===== src/rtl/wms_pkg.sv =====
// Shared types, widths and helpers for the window median selector.
package wms_pkg;

	localparam int ROW_PIX = 7;
	localparam int PIX_W = 8;
	localparam int ROW_W = ROW_PIX * PIX_W;
	localparam int WIN_W = 3;
	localparam int RANK_MAX_W = 6;

	typedef logic [PIX_W-1:0] pixel_t;
	typedef logic [ROW_W-1:0] row_t;
	typedef logic [WIN_W-1:0] win_size_t;

	localparam win_size_t WIN_SIZE_RESET = 3'd3;

	// Load enables handed from the top level to every rank lane
	typedef struct packed {
		logic adv_s2;
		logic adv_s3;
	} lane_ctl_t;

	// Rank of the median within a k by k window: k*k/2
	function automatic logic [RANK_MAX_W-1:0] median_rank(input win_size_t k);
		logic [RANK_MAX_W-1:0] sq;
		sq = RANK_MAX_W'(k) * RANK_MAX_W'(k);
		return sq >> 1;
	endfunction

endpackage


===== src/rtl/wms_rank_lane.sv =====
// One lane: ranks the pixels of one window row against the whole window.
module wms_rank_lane #(
	parameter int MAX_WINDOW = 7,
	parameter int LANE = 0
) (
	input logic clk,
	input wms_pkg::lane_ctl_t ctl,
	input wms_pkg::pixel_t pix_s1 [MAX_WINDOW*MAX_WINDOW],
	input logic [MAX_WINDOW*MAX_WINDOW-1:0] act_s1,
	input logic [$clog2(MAX_WINDOW*MAX_WINDOW)-1:0] tgt_s2,
	output logic [MAX_WINDOW-1:0] hit_s3,
	output wms_pkg::pixel_t pix_s3 [MAX_WINDOW]
);
	import wms_pkg::*;

	localparam int N = MAX_WINDOW * MAX_WINDOW;
	localparam int RANK_W = $clog2(N);
	localparam int CNT_W = $clog2(MAX_WINDOW + 1);

	for (genvar gi = 0; gi < MAX_WINDOW; gi++) begin : g_pix
		localparam int OWN = LANE * MAX_WINDOW + gi;

		logic [MAX_WINDOW-1:0] lt [MAX_WINDOW];
		logic [CNT_W-1:0] part_s2 [MAX_WINDOW];
		pixel_t pix_s2;
		logic act_s2;
		logic [RANK_W-1:0] rank;

		// Pixel j sits below this one if smaller, or equal and earlier in the window
		for (genvar gr = 0; gr < MAX_WINDOW; gr++) begin : g_row
			for (genvar gc = 0; gc < MAX_WINDOW; gc++) begin : g_col
				localparam int J = gr * MAX_WINDOW + gc;
				localparam bit EARLIER = (J < OWN);
				assign lt[gr][gc] = act_s1[J] && ((pix_s1[J] < pix_s1[OWN]) ||
					((pix_s1[J] == pix_s1[OWN]) && EARLIER));
			end

			always_ff @(posedge clk) begin
				if (ctl.adv_s2) begin
					part_s2[gr] <= CNT_W'($countones(lt[gr]));
				end
			end
		end

		always_ff @(posedge clk) begin
			if (ctl.adv_s2) begin
				pix_s2 <= pix_s1[OWN];
				act_s2 <= act_s1[OWN];
			end
		end

		always_comb begin
			rank = '0;
			for (int k = 0; k < MAX_WINDOW; k++) begin
				rank = rank + RANK_W'(part_s2[k]);
			end
		end

		always_ff @(posedge clk) begin
			if (ctl.adv_s3) begin
				hit_s3[gi] <= act_s2 && (rank == tgt_s2);
				pix_s3[gi] <= pix_s2;
			end
		end
	end

endmodule


===== config.mk =====
export PLATFORM = sky130hd
export DESIGN_NAME = wms_rank_lane
export DESIGN_NICKNAME = d
export VERILOG_FILES = /design/src/rtl/wms_pkg.sv /design/src/rtl/wms_rank_lane.sv
export SDC_FILE = /design/constraint.sdc
export NUM_CORES = 2
export LEC_CHECK = 0
export ABC_CLOCK_PERIOD_IN_PS = 7600
export BUFFER_PORTS_ARGS = -buffer_cell sky130_fd_sc_hd__clkbuf_2
export CAP_MARGIN = 30
export CORE_AREA = 8 8 411 413
export CTS_CLUSTER_SIZE = 8
export DETAILED_ROUTE_END_ITERATION = 7
export DIE_AREA = 0 0 419 421
export GPL_TIMING_DRIVEN = 0
export HOLD_SLACK_MARGIN = 0.02
export MAX_ROUTING_LAYER = met4
export SLEW_MARGIN = 20
export SYNTH_ARGS = -nofsm -noshare
export SYNTH_HDL_FRONTEND = slang
export SYNTH_SLANG_ARGS = --single-unit
export TNS_END_PERCENT = 5

===== constraint.sdc =====
create_clock -name clk -period 7.6 [get_ports clk]
set_input_delay 0.38 -clock clk [delete_from_list [all_inputs] [get_ports clk]]
set_output_delay 0.38 -clock clk [all_outputs]
set_load 0.05 [all_outputs]

# --- Word level (Yosys, flattened, before mapping) ---
# Memories as Yosys holds them, arrays and structs flattened.
# Cells that the tools add are included.
word_totals:
  regBits: 126
  mem_bits_rw: 147
  in_bits: 450
  out_inout_bits: 63
  word_cells: 1115
  n_memories: 7
memory_table:
  columns: ["name", "depth", "width", "read_ports", "rd_ports_with_merged_regs", "wr", "line", "text"]
  rows:
  - ["g_pix[0].part_s2", 7, 3, 7, 0, 7, "wms_rank_lane.sv:24", "logic [CNT_W-1:0] part_s2 [MAX_WINDOW];"]
  - ["g_pix[1].part_s2", 7, 3, 7, 0, 7, "wms_rank_lane.sv:24", null]
  - ["g_pix[2].part_s2", 7, 3, 7, 0, 7, "wms_rank_lane.sv:24", null]
  - ["g_pix[3].part_s2", 7, 3, 7, 0, 7, "wms_rank_lane.sv:24", null]
  - ["g_pix[4].part_s2", 7, 3, 7, 0, 7, "wms_rank_lane.sv:24", null]
  - ["g_pix[5].part_s2", 7, 3, 7, 0, 7, "wms_rank_lane.sv:24", null]
  - ["+1 memories", null, null, null, null, null, null, null]
classes:
  addsub: 336
  magnitude_cmp: 343
  n_eq_ne: 28
  n_mux: 2
  n_reduce_logical: 371
op_table:
  columns: ["cell", "count"]
  rows:
  - ["$lt 8x8->1", 343]
  - ["$logic_and 1x1->1", 350]
  - ["$add 1x1->2", 147]
  - ["$eq 8x8->1", 21]
  - ["$add 3x3->3", 55]
  - ["$add 6x3->6", 23]
  - ["$add 2x1->3", 43]
  - ["$add 2x2->3", 43]
  - ["$eq 6x6->1", 7]
  - ["$add 5x3->6", 6]
  - ["$add 4x3->5", 6]
  - ["$add 3x3->4", 7]
  - ["$logic_or 1x1->1", 21]
  - ["$add 3x1->3", 6]
  - ["$mux 1", 2]

# --- Longest topological paths before layout ---
logic_depth:
  depth_word: 8
  mapped_depth: 15

# --- Worst setup path before layout ---
# Ideal clock, no wire load.
synth_timing:
  path_kind: "input-to-reg"
  startpoint: "input port pix_s1[357] (netlist bit)"
  endpoint: "memory g_pix[4].part_s2[1][1] (netlist bit) (data pin)"
  arrival_time_ps: 4152
  t_required_ps: 7331
  path_slack_ps: 3179
  stages: 13
  cell_sequence: "inv_1 ha_1 a21o_1 a21o_1 a21oi_1 o21ai_0 fa_1 inv_1 fa_1 inv_1 fa_1 inv_1 fa_1"
synth_lines:
  columns: ["item", "line", "text"]
  rows:
  - ["from (decl)", "wms_rank_lane.sv:8", "input wms_pkg::pixel_t pix_s1 [MAX_WINDOW*MAX_WINDOW],"]
  - ["to (decl)", "wms_rank_lane.sv:24", null]

==> results by group <==
Global route
  – Total global routing overflow: 0
  – Global-route wire length before repair: 419000 µm
  – Largest net degree at the start of global routing: 86
  – Gr usage total: 33.1%
  – Initial antenna violation count: 92
  – Vias in the first global route: 59054

Route
  – DR WL met2: 128000 µm
  – Max layer used: met4
  – Final WL: 299000 µm
  – Via density: 6.25
  – Via count: 61416
  – Met1 wire length: 119000 µm
  – Drc violations: 0
  – Post-DR wirelength/cell: 30.5 µm
  – Drt pass-1 iters: 7
  – Routed met3 length: 29000 µm
  – First DRT Iteration DRCs: 6256
  – Post-route ant nets: 0

Synthesis
  – Avg Cell Area, Syn: 9.49 µm²
  – Top cells by area, synth: ha_1, edfxtp_1, fa_1
  – Post-Syn Nets: 10011
  – FF+latch count, synth: 273
  – Most frequent cell after synthesis: ha_1
  – Number of synthesized flops with an enable pin: 273
  – Synth Instances: 6957
  – Synth area leader: ha_1
  – Post-synth top cells: ha_1, nand2_1, a21oi_1
  – Yosys warns: 0
  – Top cell type's share of synthesized area: 44.3%
  – Ys async rst share: 0%
  – Top_reg_cell synth: edfxtp_1
  – Mapped cell area: 0.0660 mm²
  – Synth cell types: 46
  – Sequential share of the synthesized area: 12.4%

STA
  – Hold Vio Cnt, Final: 0
  – RSZ-0062 raised after global routing: false
  – Crit share post-route: 64.0%
  – Slew @ Worst Pin: 1110 ps
  – Rel. slew slack: 25.8%
  – Max Slew Vio Count: 0
  – Clock Skews: 20.6 ps
  – Min cycle time layout: 4870 ps
  – Setup Viol. Count Final: 0
  – Fmax: 205 MHz
  – Setup_tns: 0 ps

Power
  – Net switching power: 6.90 mW
  – Clock share of power: 11.3%
  – Sequential power share: 16.2%
  – Worst vdd ir: 0.373 mV
  – Combinational Power Share: 72.4%
  – Pleak: 38.7 nW
  – Sw frac: 47.5%
  – Cell-internal power: 7.62 mW
  – Power density over the cells: 196 mW/mm²

Min path
  – Hold Path Class: input port to flop

Cells and area
  – Fin util: 45.8%
  – Share of layout cells above drive strength 1: 10.4%
  – Register Area: 0.00820 mm²
  – Post-Layout Inst Area: 0.0742 mm²
  – Area Growth Syn to Fin: 12.3%
  – Multi-input gate area in the final layout: 0.0559 mm²
  – Fill cells: 15229
  – Layout Nets: 10613

Critical path
  – Worst path required time: 7910 ps
  – CP startpoint kind: input port
  – Crit path DAT: 5180 ps
  – Critical path fanouts, max: 10
  – CP Capture Type: flop
  – CP Class: input port to flop

Flow run
  – Max Cap Viol: 0

Place
  – RD Place Congestion: 0.951
  – IO buf count: 506
  – Post-DP HPWL: 217000 µm
  – Placed inst area: 0.0729 mm²

Clocking
  – Clock-pin slew on the worst setup and hold paths: 50 ps
  – Clock sinks: 273
  – Htree depth: 2
  – CTS tree: done
  – CTS Buf Count: 41
  – # hold bufs at CTS: 0
  – Post-CTS resize count: 0
  – Post-CTS Setup Inserts: 0
  – Root Driver: clkbuf_16
  – Longest Clk Path Bufs: 3
  – Worst-Skew Late Latency: 570 ps

Die
  – Die Y: 421 µm
  – Core Region: 0.162 mm²
  – Initial core utilization: 40.8%
  – DIE WIDTH: 419 µm
  – Total die area: 0.176 mm²
  – Io pins: 513
  – Num rows: 148

Outcome
  – Status: complete, no violations
-- layer usage --
metal / vias to the layer above / track usage, %
li1: 27595 / -
met1: 29645 / 41.0
met2: 3218 / 49.6
met3: 958 / 6.74
met4: 0 / 20.1
met5: - / -
-- worst max-delay path, cell delays in order --
cell      delay, ps
clkbuf_2        510
buf_2           880
inv_1           340
ha_1            280
and4b_1         250
a211oi_1         50
o21ai_0         370
a21boi_0        230
fa_1            520
fa_1            560
ha_1            150
inv_1            50
fa_1            480
inv_1            50
-- state kept, by name, summed over array words and instances, names as in the netlist --
register       flops
g_pix.act_s2       7
g_pix.pix_s2      56
g_pix.part_s2    147
pix_s3            56
hit_s3             7
-- cells in the final DEF, fill, tap and decap left out, types with 41 or more instances in the layout --
| master | n |
|---|---|
| a211oi_1 | 79 |
| a31oi_1 | 121 |
| nand4b_1 | 215 |
| diode_2 | 77 |
| o21ai_0 | 375 |
| nand4_1 | 46 |
| buf_16 | 41 |
| clkbuf_16 | 41 |
| nor2_1 | 43 |
| and4_1 | 73 |
| a21o_1 | 469 |
| and3_1 | 218 |
| nand2b_1 | 372 |
| ha_1 | 2336 |
| nand2_1 | 668 |
| a21oi_1 | 580 |
| inv_1 | 429 |
| fa_1 | 268 |
| clkbuf_2 | 505 |
| edfxtp_1 | 273 |
| a31o_2 | 97 |
-- cell type report --
cell class | count | share of cell area, %
Antenna cell | 77 | 0.260
Buffer | 34 | 0.224
Clock buffer | 46 | 1.41
Clock inverter | 7 | 0.106
Inverter | 478 | 2.67
Multi-Input combinational cell | 6172 | 75.3
Sequential cell | 273 | 11.1
Tap cell | 2175 | 3.67
Timing Repair Buffer | 559 | 5.27
-- worst paths after layout --
kind                            slack [ps]                             start                               end  depth (start not counted)
worst max-delay path                  2730                       pix_s1[376]  g_pix[4].part_s2[0][1]$_DFFE_PP_                         14
worst min-delay path                    90                       pix_s1[353]      g_pix[4].pix_s2[1]$_DFFE_PP_                          1
worst max register to register        2940  g_pix[6].part_s2[1][0]$_DFFE_PP_               hit_s3[6]$_DFFE_PP_                         13
worst min register to register         410      g_pix[6].pix_s2[5]$_DFFE_PP_               pix_s3[5]$_DFFE_PP_                          0
-- through the flow --
stage / total power, mW / cells / hold WS, ps / worst slack (ps)
2_1_floorplan: 9.44 / 6957 / 400 / 3180
5_1_grt: 15.9 / 9813 / 80.0 / 2700
3_3_place_gp: 12.2 / 9638 / 401 / 300
6_report: 14.5 / 9821 / 90.0 / 2730
3_5_place_dp: 12.7 / 9691 / 405 / 2360
4_1_cts: 14.4 / 9744 / 69.6 / 2940
-- cells by family (layout without fill, tap and decap cells) --
family	Yosys count	count (layout)	share of synthesized area, %
AO/OA/AOI/OAI	1784	1784	16.7
AND/OR/NAND/NOR	1716	1716	14.7
adder cells (fa/ha/maj)	2604	2604	52.4
other	0	77	0
buffers and inverters	512	1124	2.97
XOR/XNOR	68	68	0.902
flip-flops	273	273	12.4
-- power by group through the flow --
stage	Sequential (mW)	Clock, mW	Combinational (mW)
6_report	2.36	1.65	10.5
2_1_floorplan	2.35	0	7.10
4_1_cts	2.36	1.66	10.4
3_5_place_dp	2.38	0	10.3
5_1_grt	2.37	1.72	11.8
3_3_place_gp	2.39	0	9.83
No activity file was read; power rests on OpenSTA's default activity.
