`config.mk`:
```
export PLATFORM = sky130hd
export DESIGN_NAME = wms_merge
export DESIGN_NICKNAME = d
export VERILOG_FILES = /design/src/rtl/wms_pkg.sv /design/src/rtl/wms_merge.sv
export SDC_FILE = /design/constraint.sdc
export NUM_CORES = 1
export LEC_CHECK = 0
export ABC_AREA = 0
export BUFFER_PORTS_ARGS = -buffer_cell sky130_fd_sc_hd__buf_2
export CAP_MARGIN = 20
export CORE_AREA = 2 2 176 178
export CTS_BUF_LIST = sky130_fd_sc_hd__clkbuf_16
export CTS_CLUSTER_SIZE = 14
export DETAILED_ROUTE_END_ITERATION = 6
export DIE_AREA = 0 0 178 180
export PLACE_DENSITY = 0.34
export REMOVE_ABC_BUFFERS = 1
export SLEW_MARGIN = 20
export SYNTH_ARGS = -nofsm -noshare
export SYNTH_HDL_FRONTEND = slang
export SYNTH_SLANG_ARGS = --single-unit
```
`constraint.sdc`:
```
create_clock -name clk -period 1.8 [get_ports clk]
set_clock_uncertainty 0.1 [all_clocks]
set_input_delay 0 -clock clk [delete_from_list [all_inputs] [get_ports clk]]
set_output_delay 0 -clock clk [all_outputs]
set_load 0.01 [all_outputs]
```
`src/rtl/wms_pkg.sv`:
```
// Shared types, widths and helpers for the window median selector.
package wms_pkg;

	localparam int ROW_PIX = 7;
	localparam int PIX_W = 8;
	localparam int ROW_W = ROW_PIX * PIX_W;
	localparam int WIN_W = 3;
	localparam int RANK_MAX_W = 6;

	typedef logic [PIX_W-1:0] pixel_t;
	typedef logic [ROW_W-1:0] row_t;
	typedef logic [WIN_W-1:0] win_size_t;

	localparam win_size_t WIN_SIZE_RESET = 3'd3;

	// Load enables handed from the top level to every rank lane
	typedef struct packed {
		logic adv_s2;
		logic adv_s3;
	} lane_ctl_t;

	// Rank of the median within a k by k window: k*k/2
	function automatic logic [RANK_MAX_W-1:0] median_rank(input win_size_t k);
		logic [RANK_MAX_W-1:0] sq;
		sq = RANK_MAX_W'(k) * RANK_MAX_W'(k);
		return sq >> 1;
	endfunction

endpackage

```
`src/rtl/wms_merge.sv`:
```
// Merge stage: picks the single pixel whose rank matched across all lanes.
module wms_merge #(
	parameter int MAX_WINDOW = 7
) (
	input logic clk,
	input logic adv_s4,
	input logic [MAX_WINDOW-1:0] hit_s3 [MAX_WINDOW],
	input wms_pkg::pixel_t pix_s3 [MAX_WINDOW][MAX_WINDOW],
	input logic err_s3,
	output wms_pkg::pixel_t median_s4,
	output logic err_s4
);
	import wms_pkg::*;

	pixel_t pick;

	// At most one hit is set, so an OR of the gated pixels selects it
	always_comb begin
		pick = '0;
		for (int l = 0; l < MAX_WINDOW; l++) begin
			for (int p = 0; p < MAX_WINDOW; p++) begin
				pick = pick | (hit_s3[l][p] ? pix_s3[l][p] : '0);
			end
		end
	end

	always_ff @(posedge clk) begin
		if (adv_s4) begin
			median_s4 <= pick;
			err_s4 <= err_s3;
		end
	end

endmodule

```
Word-level counts from Yosys, hierarchy flattened --
Cells that the tools add are included.
Storage, ports and cells: output and inout port bits 9, flip-flop bits (word level) 9, input port bits 444
Cells by class: multiplexer cells 49, bitwise operators 48
Operators by type and width (number):
- 2-to-1 mux 8 bit | 49
- OR 8 bit | 48

Longest topological paths before layout --
Gate-level depths: netlist of run 1.
depth after elaboration 49, depth in mapped cells 5, mapped depth without buffers 4

Worst setup path after synthesis of run 1 --
Ideal clock, no wire load.
path type in2reg, start point input port hit_s3[6] (netlist bit), end point register median_s4[0], data pin, data required time 1.428 ns, data arrival time 1.107 ns, library setup time 0.272 ns, path slack 0.322 ns, cell stages on the path 5, buffers on the path 1, cells stage by stage buf_2 a22o_1 a221oi_1 nand4_1 or4_1
Between the ends: longest elaborated chain between the ends 2
Ends and longest elaborated chain:
- start, declared | line wms_merge.sv:7 | input logic [MAX_WINDOW-1:0] hit_s3 [MAX_WINDOW],
- 2-to-1 mux 8 bit | line wms_merge.sv:22 | pick = pick | (hit_s3[l][p] ? pix_s3[l][p] : '0);
- OR 8 bit | line wms_merge.sv:22
- via pick[0] | line wms_merge.sv:15 | pixel_t pick;
- end signal, assigned | line wms_merge.sv:29 | median_s4 <= pick;
- end, declared | line wms_merge.sv:10 | output wms_pkg::pixel_t median_s4,
The timed path passes the listed nets, and every way through them passes these cells. A chain may end at the register's enable or synchronous reset.

Final worst setup path of run 1 --
start point input port hit_s3[6] (netlist bit), end point register median_s4[2], data pin
The elaborated chain is that of the path after synthesis.

==> results of run 1 <==
-- cell type report --
cell class,instances,area (um2)
clock buffer,3,75.1
fill,3508,24700
antenna,5,12.5
clock inverter,1,3.75
multi-input combinational,232,1920
sequential,9,270
tap,396,495
timing repair buffer,504,2680
-- critical path, stage by stage --
cell	delay [ns]
buf_2	0.17
a22o_1	0.22
a221oi_1	0.44
nand4_1	0.26
or4_1	0.54
-- cell usage in the layout, fill, tap and decap left out, types with 2 or more instances in the layout --
cell | Yosys | final
or4_1 | 8 | 8
a222oi_1 | 8 | 8
a221oi_1 | 69 | 68
nand4_1 | 24 | 24
a22o_1 | 72 | 72
buf_2 | 8 | 451
buf_4 | 0 | 49
clkbuf_16 | 0 | 3
diode_2 | 0 | 5
buf_12 | 0 | 2
a221oi_2 | 3 | 4
nand3_1 | 8 | 8
a22oi_1 | 40 | 40
edfxtp_1 | 9 | 9
-- per-layer routing --
metal / GRT usage / part of all wire
met2: 0.308 / 0.52
met1: 0.197 / 0.39
met5: 0 / 0.00046
met4: 0.0289 / 0.016
met3: 0.0330 / 0.075
-- report_power, final --
group	internal (mW)	switching, mW	total, mW
Clock	0.293	0.119	0.412
Sequential	0.242	0.00593	0.248
Combinational	0.648	0.564	1.21
Total	1.18	0.689	1.87
-- worst max-delay path by stage --
stage / startpoint / end / slack [ns] / depth (start not counted)
after floorplan: pix_s3[360] / median_s4[0] / 0.43 / 4
after global placement: hit_s3[6] / median_s4[2] / -0.30 / 5
after detailed placement: hit_s3[45] / median_s4[6] / -0.22 / 6
after CTS: hit_s3[45] / median_s4[6] / 0.04 / 6
after global routing: hit_s3[36] / median_s4[4] / 0.0002 / 5
final: hit_s3[6] / median_s4[2] / 0.04 / 5
-- cell families after synthesis --
group	Yosys count	share of synthesized area
DFF	9	0.110
and+or+nand+nor	40	0.102
buffers and inverters	49	0.115
AOI/OAI and AO/OA	192	0.674
-- timing repair --
action / 4_1_cts / 5_1_grt
endpoints found under the hold margin: 1 / 0
hold buffers: 1 / 0
endpoints found under the setup margin: 0 / 2
resized for setup: 0 / 2
-- flip-flops by register name (all words and copies together) (netlist names) --
name,count
err_s4,1
median_s4,8
-- per-stage QoR --
step           worst slack, ns  hold WS, ns  instances   util
3_5_place_dp            -0.217       0.0789       1140  0.177
2_1_floorplan            0.432     -0.00113        241      -
6_report                0.0421       0.0684       1150  0.181
4_1_cts                 0.0385       0.0726       1145  0.180
5_1_grt               0.000201       0.0827       1148  0.181
3_3_place_gp            -0.301       0.0833       1140  0.177
==> results.yml, run 1 <==
drt:
  vias: 5016
  wl_um: 28300
  first_pass_iters: 5
  wire_per_inst_um: 24.6
  antenna_left: 0
  drc: 0
  viasPerCell: 4.36
  drt_iter0_markers: 204
synth:
  syn_inst: 290
  synth_edf_count: 9
  ys_top_cells_by_count: "72 x a22o_1, 69 x a221oi_1, 40 x a22oi_1"
  synth_top_area_share: 0.256
  syn_avg_cell_area_um2: 8.50
  synth_cell_types: 13
  yosys_warnings: 0
  syn-cell-area_um2: 2460
  yosysMostFrequentCell: "a22o_1"
  yosysSeqAreaShare: 0.110
  ys_ff_latch: 9
  synthArstFlopShare: 0
  synth_flop_cell: "edfxtp_1"
  synthTopCellsByArea: "a22o_1 26%, a221oi_1 25%, a22oi_1 12%, edfxtp_1 11%, nand4_1 6.1%"
  synth_top_area_cell: "a22o_1"
die:
  initial_core_util: 0.0816
  rows: 64
  dieArea_um2: 32000
  core-area_um2: 30200
  pin_count: 453
  fp.dieH_um: 180
  fp.dieW_um: 178
clocking:
  cts_buffers: 3
  clk_path_buf_depth: 2
  cts_root_buffer: "clkbuf_16"
  htreeDepth: 1
  clkTransAtPathRegs_ns: 0.05
  cts_sinks: 9
  cts_setup_buffers: 0
  cts_tree: "built"
layout:
  nets: 1194
  drive_gt1_frac: 0.681
  syn2layout_area_growth_pct: 121
  final_area_um2: 5460
sta:
  fin_crit_ns: 1.76
  clock.fmax_ghz: 0.569
  fin_tns_setup_ns: 0
  setup_violations: 0
  drv_slew: 0
  rsz0062_at_grt: "false"
  worst_slew_pin_slew_ns: 0.533
  fin_crit_sh: 0.977
  hold_viol: 0
  relSlewSlack: 0.644
placed_design:
  dpl.hpwl_um: 25800
  portBuffers: 452
  place_area_um2: 5350
  finalWeightedCongestion: 0.851
global_route:
  grt_max_degree: 10
  track_usage: 0.166
  grt_overflow_total: 0
  grt_pass1_wl_um: 37300
  grt_antenna_before_repair: 6
  grt_pass1_vias: 5186
min_path:
  hold_class: "in2reg"
  hold_depth: 4
  whs_endpoint: "median_s4[4]"
  worstHoldStart: "pix_s3[268]"
worst_setup_path:
  cp_data_arrival_time_ns: 1.63
  worstSetupStartpointType: "input pin"
  cp.required_ns: 1.68
  endpoint_kind: "flop"
  critPathKind: "in2reg"
  path_max_fanout: 6
job:
  drv_cap: 0
power_and_ir_drop:
  leakage_nw: 2.74
  ir_drop_uv: 194
  p_total_mw: 1.87
  power_density_nw_per_um2: 343
status:
  outcome: "finished clean"
Note: power is estimated with default switching activity, not from simulation.
==> run 2, diff against run 1 <==
--- a/config.mk
+++ b/config.mk
@@ -8,13 +8,14 @@
 export ABC_AREA = 0
 export BUFFER_PORTS_ARGS = -buffer_cell sky130_fd_sc_hd__buf_2
 export CAP_MARGIN = 20
-export CORE_AREA = 2 2 176 178
+export CORE_AREA = 2 2 175 177
 export CTS_BUF_LIST = sky130_fd_sc_hd__clkbuf_16
 export CTS_CLUSTER_SIZE = 14
 export DETAILED_ROUTE_END_ITERATION = 6
-export DIE_AREA = 0 0 178 180
+export DIE_AREA = 0 0 177 179
 export PLACE_DENSITY = 0.34
 export REMOVE_ABC_BUFFERS = 1
+export SETUP_SLACK_MARGIN = 0.3
 export SLEW_MARGIN = 20
 export SYNTH_ARGS = -nofsm -noshare
 export SYNTH_HDL_FRONTEND = slang
==> constraint.sdc (replaced) <==
create_clock -name clk -period 2.24 [get_ports clk]
set_clock_uncertainty 0.1 [all_clocks]
set_input_delay 0 -clock clk [delete_from_list [all_inputs] [get_ports clk]]
set_output_delay 0 -clock clk [all_outputs]
set_load 0.01 [all_outputs]
==> run 2 against run 1 <==
Setup slack better by 0.31 ns. Total power down 23%. Utilization down 1.0 points. Die area down 1.1%. Sequential cell count unchanged. Largest power group unchanged. Critical path type unchanged. Final cell count down 3.6%. Clock power down 21%. Highest routed layer unchanged. Non-clock buffer count down 41. Worst hold slack worse by 0.012 ns. Via count down 3.2%. Combinational power down 25%. Sequential share of layout area up 0.33 points.
==> results.yml, run 2 (synthesis gave the netlist of run 1 again) <==
worst_setup_path:
  crit_slowest_cell: "a221oi_1"
  critPathKind: "in2reg"
  cp_top_family: "simple AND/OR/NAND/NOR gates"
  cp.required_ns: 2.11
  max_stage_delay_ns: 0.52
  crit_buf_inv: 1
  endpoint_kind: "flop"
  cp_cell_sequence: "buf_2 -> a22o_1 -> a221oi_1 -> nand4_1 -> or4_1"
  worstSetupStartpointType: "input pin"
  path_max_fanout: 8
  cp_data_arrival_time_ns: 1.76
drt:
  antenna_left: 0
  vias: 4855
  drt_iter0_markers: 200
  first_pass_iters: 6
  drc: 0
  viasPerCell: 4.38
  wl_um: 27800
  wire_per_inst_um: 25.1
status:
  outcome: "finished clean"
die:
  fp.dieW_um: 177
  pin_count: 453
  fp.dieH_um: 179
  initial_core_util: 0.0821
  rows: 64
  core-area_um2: 30000
  dieArea_um2: 31700
clocking:
  clk_path_buf_depth: 2
  cts_buffers: 3
  cts_setup_buffers: 0
  cts_sinks: 9
  clkTransAtPathRegs_ns: 0.04
  cts_root_buffer: "clkbuf_16"
  cts_tree: "built"
  htreeDepth: 1
min_path:
  hold_depth: 1
  hold_class: "in2reg"
  whs_endpoint: "err_s4"
  worstHoldStart: "adv_s4"
global_route:
  grt_overflow_total: 0
  grt_pass1_vias: 4836
  track_usage: 0.161
  grt_pass1_wl_um: 35600
  grt_antenna_before_repair: 11
  grt_max_degree: 10
power_and_ir_drop:
  pwr-share-clk: 0.227
  power.switching_mw: 0.536
  ir_drop_uv: 156
  power_density_nw_per_um2: 280
  power_frac_seq: 0.138
  leakage_nw: 2.53
  p_comb_frac: 0.635
  p_sw_frac: 0.374
  internal_power_mw: 0.897
sta:
  fin_crit_ns: 1.89
  worst_slew_pin_slew_ns: 0.638
  setup_violations: 0
  fin_tns_setup_ns: 0
  hold_viol: 0
  finalWorstSetupSlack_ns: 0.354
  fin_crit_sh: 0.842
  relSlewSlack: 0.575
  rsz0062_at_grt: "false"
  drv_slew: 0
  clock.fmax_ghz: 0.530
  timing.hold.ws_ns: 0.0566
layout:
  multi_input_area_um2: 1910
  final-seq-area_um2: 270
  drive_gt1_frac: 0.661
  fill_cells: 3466
  nets: 1153
  final_cell_mix: "452 x buf_2, 72 x a22o_1, 69 x a221oi_1, 40 x a22oi_1, 24 x nand4_1"
  final_common_cell: "buf_2"
  final_area_um2: 5110
  reg.largest.list: "median_s4 (8), err_s4 (1)"
  top_register: "median_s4"
  largest_register_ffs: 8
  syn2layout_area_growth_pct: 108
placed_design:
  place_area_um2: 5010
  dpl.hpwl_um: 25100
  portBuffers: 452
  finalWeightedCongestion: 0.817
  place_ws_ns: 0.112
job:
  drv_cap: 0
-- run 2: cell types whose count changed in the layout (fill, tap and decap cells not counted) --
cell / previous run / this run
buf_2: 451 / 452
clkbuf_4: 1 / 0
buf_4: 49 / 10
a221oi_1: 68 / 69
a221oi_2: 4 / 3
buf_12: 2 / 0
-- run 2: layout make-up --
cell class / count / area share
repair buffers: 463 / 0.459
multi-input cells: 232 / 0.374
well taps: 396 / 0.0969
flip-flops and latches: 9 / 0.0528
clock buffers: 3 / 0.0147
diodes: 5 / 0.00245
clock inverters: 1 / 0.000734
-- run 2: power by group through the flow --
stage	Clock, mW	Combinational (mW)	Sequential [mW]
2_1_floorplan	0	0.234	0.205
5_1_grt	0.343	0.994	0.199
3_3_place_gp	0	0.928	0.202
4_1_cts	0.337	0.926	0.198
6_report	0.325	0.910	0.198
3_5_place_dp	0	0.922	0.201
-- run 2: how the worst max path moves through the flow --
stage / startpoint / end / depth (start not counted)
after floorplan: pix_s3[360] / median_s4[0] / 4
after global placement: hit_s3[30] / median_s4[0] / 5
after detailed placement: hit_s3[30] / median_s4[0] / 5
after CTS: hit_s3[30] / median_s4[0] / 5
after global routing: hit_s3[29] / median_s4[1] / 5
final: hit_s3[29] / median_s4[1] / 5
-- run 2: timing repair --
item / in CTS / in global routing
resized for setup: 0 / 0
hold buffers: 1 / 0
endpoints found under the hold margin: 1 / 0
-- run 2: metrics by stage --
stage          cells   util  power, mW
2_1_floorplan    241      -      0.439
3_3_place_gp    1099  0.167       1.13
3_5_place_dp    1099  0.167       1.12
4_1_cts         1104  0.170       1.46
5_1_grt         1106  0.170       1.54
6_report        1109  0.170       1.43
-- run 2: routing by layer --
metal | vias up | share of wire | global-route usage
met3 | 32 | 0.091 | 0.0473
met1 | 2260 | 0.39 | 0.189
li1 | 2222 | - | -
met2 | 333 | 0.50 | 0.288
met5 | - | 0.0022 | 0
met4 | 8 | 0.018 | 0.0372
==> run 3, diff against run 2 <==
--- a/config.mk
+++ b/config.mk
@@ -5,15 +5,15 @@
 export SDC_FILE = /design/constraint.sdc
 export NUM_CORES = 1
 export LEC_CHECK = 0
-export ABC_AREA = 0
+export ABC_AREA = 1
 export BUFFER_PORTS_ARGS = -buffer_cell sky130_fd_sc_hd__buf_2
 export CAP_MARGIN = 20
-export CORE_AREA = 2 2 175 177
+export CORE_AREA = 2 2 178 180
 export CTS_BUF_LIST = sky130_fd_sc_hd__clkbuf_16
 export CTS_CLUSTER_SIZE = 14
 export DETAILED_ROUTE_END_ITERATION = 6
-export DIE_AREA = 0 0 177 179
-export PLACE_DENSITY = 0.34
+export DIE_AREA = 0 0 180 182
+export PLACE_DENSITY = 0.39
 export REMOVE_ABC_BUFFERS = 1
 export SETUP_SLACK_MARGIN = 0.3
 export SLEW_MARGIN = 20
==> constraint.sdc (replaced) <==
create_clock -name clk -period 1.69 [get_ports clk]
set_clock_uncertainty 0.1 [all_clocks]
set_input_delay 0 -clock clk [delete_from_list [all_inputs] [get_ports clk]]
set_output_delay 0 -clock clk [all_outputs]
set_load 0.01 [all_outputs]
==> run 3 against run 2 <==
First-iteration DRC count increased by 3.0%. Wire length decreased by 11%. Combinational power increased by 38%. Sequential power increased by 33%. Clock power increased by 35%. Final cell count increased by 48%. Die area increased by 3.4%. Worst hold slack improved by 0.00052 ns. Critical endpoint is now median_s4[6]. Largest cell class is now multi-input combinational cells. Highest routed layer is now met4.
==> results.yml, run 3 <==
die:
  pin_count: 453
  fp.dieH_um: 182
  rows: 65
  core-area_um2: 31000
  dieArea_um2: 32800
  fp.dieW_um: 180
  initial_core_util: 0.114
placed_design:
  dpl.hpwl_um: 22600
  finalWeightedCongestion: 0.894
  portBuffers: 452
  place_ws_ns: 0.124
sta:
  rsz0062_at_grt: "false"
  finalWorstSetupSlack_ns: 0.454
  relSlewSlack: 0.761
  fin_tns_setup_ns: 0
  clock.fmax_ghz: 0.809
  worst_slew_pin_slew_ns: 0.357
  hold_viol: 0
  fin_crit_sh: 0.731
  fin_crit_ns: 1.24
  setup_violations: 0
  drv_slew: 0
clocking:
  cts_root_buffer: "clkbuf_16"
  cts_setup_buffers: 0
  cts_tree: "built"
  clkTransAtPathRegs_ns: 0.04
  clk_path_buf_depth: 2
  cts_buffers: 3
  htreeDepth: 1
  cts_sinks: 9
worst_setup_path:
  cp_top_family: "simple AND/OR/NAND/NOR gates"
  crit_buf_inv: 1
  critPathKind: "in2reg"
  worstSetupStartpointType: "input pin"
  path_max_fanout: 8
  cp_cell_sequence: "buf_2 -> nand2_1 -> nand2_1 -> nor2_1 -> nand3_1 -> nor2_1 -> nand3_1"
  max_stage_delay_ns: 0.30
  crit_slowest_cell: "nor2_1"
  crit_start: "hit_s3[23]"
  endpoint_kind: "flop"
  cp.required_ns: 1.55
  cp_data_arrival_time_ns: 1.10
synth:
  synthArstFlopShare: 0
  yosysSeqAreaShare: 0.0764
  synth_top_area_cell: "nand2_1"
  yosys_warnings: 0
  syn_avg_cell_area_um2: 4.28
  syn_inst: 826
  synth_top_area_share: 0.645
  synth_cell_types: 9
  synth_edf_count: 9
  synth_flop_cell: "edfxtp_1"
  synthTopCellsByArea: "nand2_1 65%, nor2_1 13%, edfxtp_1 7.6%, buf_6 5.1%, buf_2 4.2%"
  yosysMostFrequentCell: "nand2_1"
  ys_top_cells_by_count: "608 x nand2_1, 120 x nor2_1, 30 x buf_2"
  syn-cell-area_um2: 3540
  ys_ff_latch: 9
job:
  drv_cap: 0
layout:
  final_cell_mix: "608 x nand2_1, 452 x buf_2, 120 x nor2_1, 17 x inv_1, 16 x nand3_1"
  syn2layout_area_growth_pct: 71.6
  largest_register_ffs: 8
  fill_cells: 3746
  final_common_cell: "nand2_1"
  utilization: 0.196
  insertedDiodeCount: 0
  top_register: "median_s4"
  drive_gt1_frac: 0.371
  nets: 1683
  reg.largest.list: "median_s4 (8), err_s4 (1)"
global_route:
  track_usage: 0.141
  grt_pass1_vias: 6107
  grt_overflow_total: 0
  grt_max_degree: 10
  grt_pass1_wl_um: 35100
  grt_antenna_before_repair: 0
min_path:
  hold_class: "in2reg"
  worstHoldStart: "pix_s3[39]"
drt:
  wl_met1_um: 10100
  wire_per_inst_um: 15.0
  top_layer: "met4"
  drt_iter0_markers: 206
  drc: 0
  vias: 6125
  dr_wl_met3_um: 1530
  wl_um: 24700
  antenna_left: 0
  wl_met2_um: 12700
  viasPerCell: 3.73
  first_pass_iters: 4
power_and_ir_drop:
  leakage_nw: 3.99
  ir_drop_uv: 174
  power_density_nw_per_um2: 324
status:
  outcome: "finished clean"
==> run 3: final timing paths <==
| kind | end | cells past startpoint | slack, ns |
|---|---|---|---|
| min | median_s4[7] | 5 | 0.06 |
| max | median_s4[6] | 7 | 0.45 |
==> run 3: stage by stage <==
stage / power (mW) / hold slack (ns) / instance area, um2 / instances
after global placement: 1.56 / 0.0788 / 5980 / 1635
after global routing: 2.17 / 0.0807 / 6070 / 1640
after floorplan: 0.722 / -0.00113 / 3180 / 777
final: 1.96 / 0.0571 / 6070 / 1640
after detailed placement: 1.55 / 0.0788 / 5980 / 1635
after CTS: 2.02 / 0.0522 / 6070 / 1640
==> run 3: logic make-up after synthesis <==
kind of cell	Yosys count	synth area share
AO/OA/AOI/OAI	8	0.0113
flip-flops	9	0.0764
AND/OR/NAND/NOR	744	0.795
buffers and inverters	65	0.117
==> run 3: final cells by class <==
type | count | area [um2] | area share
multi-input combinational | 752 | 2850 | 0.470
timing repair buffer | 457 | 2300 | 0.379
tap | 402 | 503 | 0.0829
sequential | 9 | 270 | 0.0445
clock buffer | 3 | 75.1 | 0.0124
inverter | 16 | 60.1 | 0.00990
clock inverter | 1 | 3.75 | 0.000619
==> run 3: per-layer routing <==
| metal | vias up | global-route usage |
|---|---|---|
| li1 | 3272 | - |
| met1 | 2578 | 0.168 |
| met2 | 259 | 0.263 |
| met3 | 16 | 0.0235 |
| met4 | 0 | 0.0296 |
| met5 | - | 0 |
==> run 3: repair_timing <==
item / 4_1_cts / 5_1_grt
hold buffers: 1 / 0
gates resized for setup: 0 / 0
hold endpoints to repair: 1 / 0
==> run 3: worst min-delay path: stages <==
cell and delay (ns):
buf_2 0.07, a21oi_1 0.06, nand2_1 0.05, nor2_1 0.04
nand3_1 0.07
==> run 3: power by group <==
part / internal (mW) / switching (mW)
clock network: 0.312 / 0.126
logic: 0.591 / 0.672
registers: 0.258 / 0.00574
total: 1.16 / 0.804
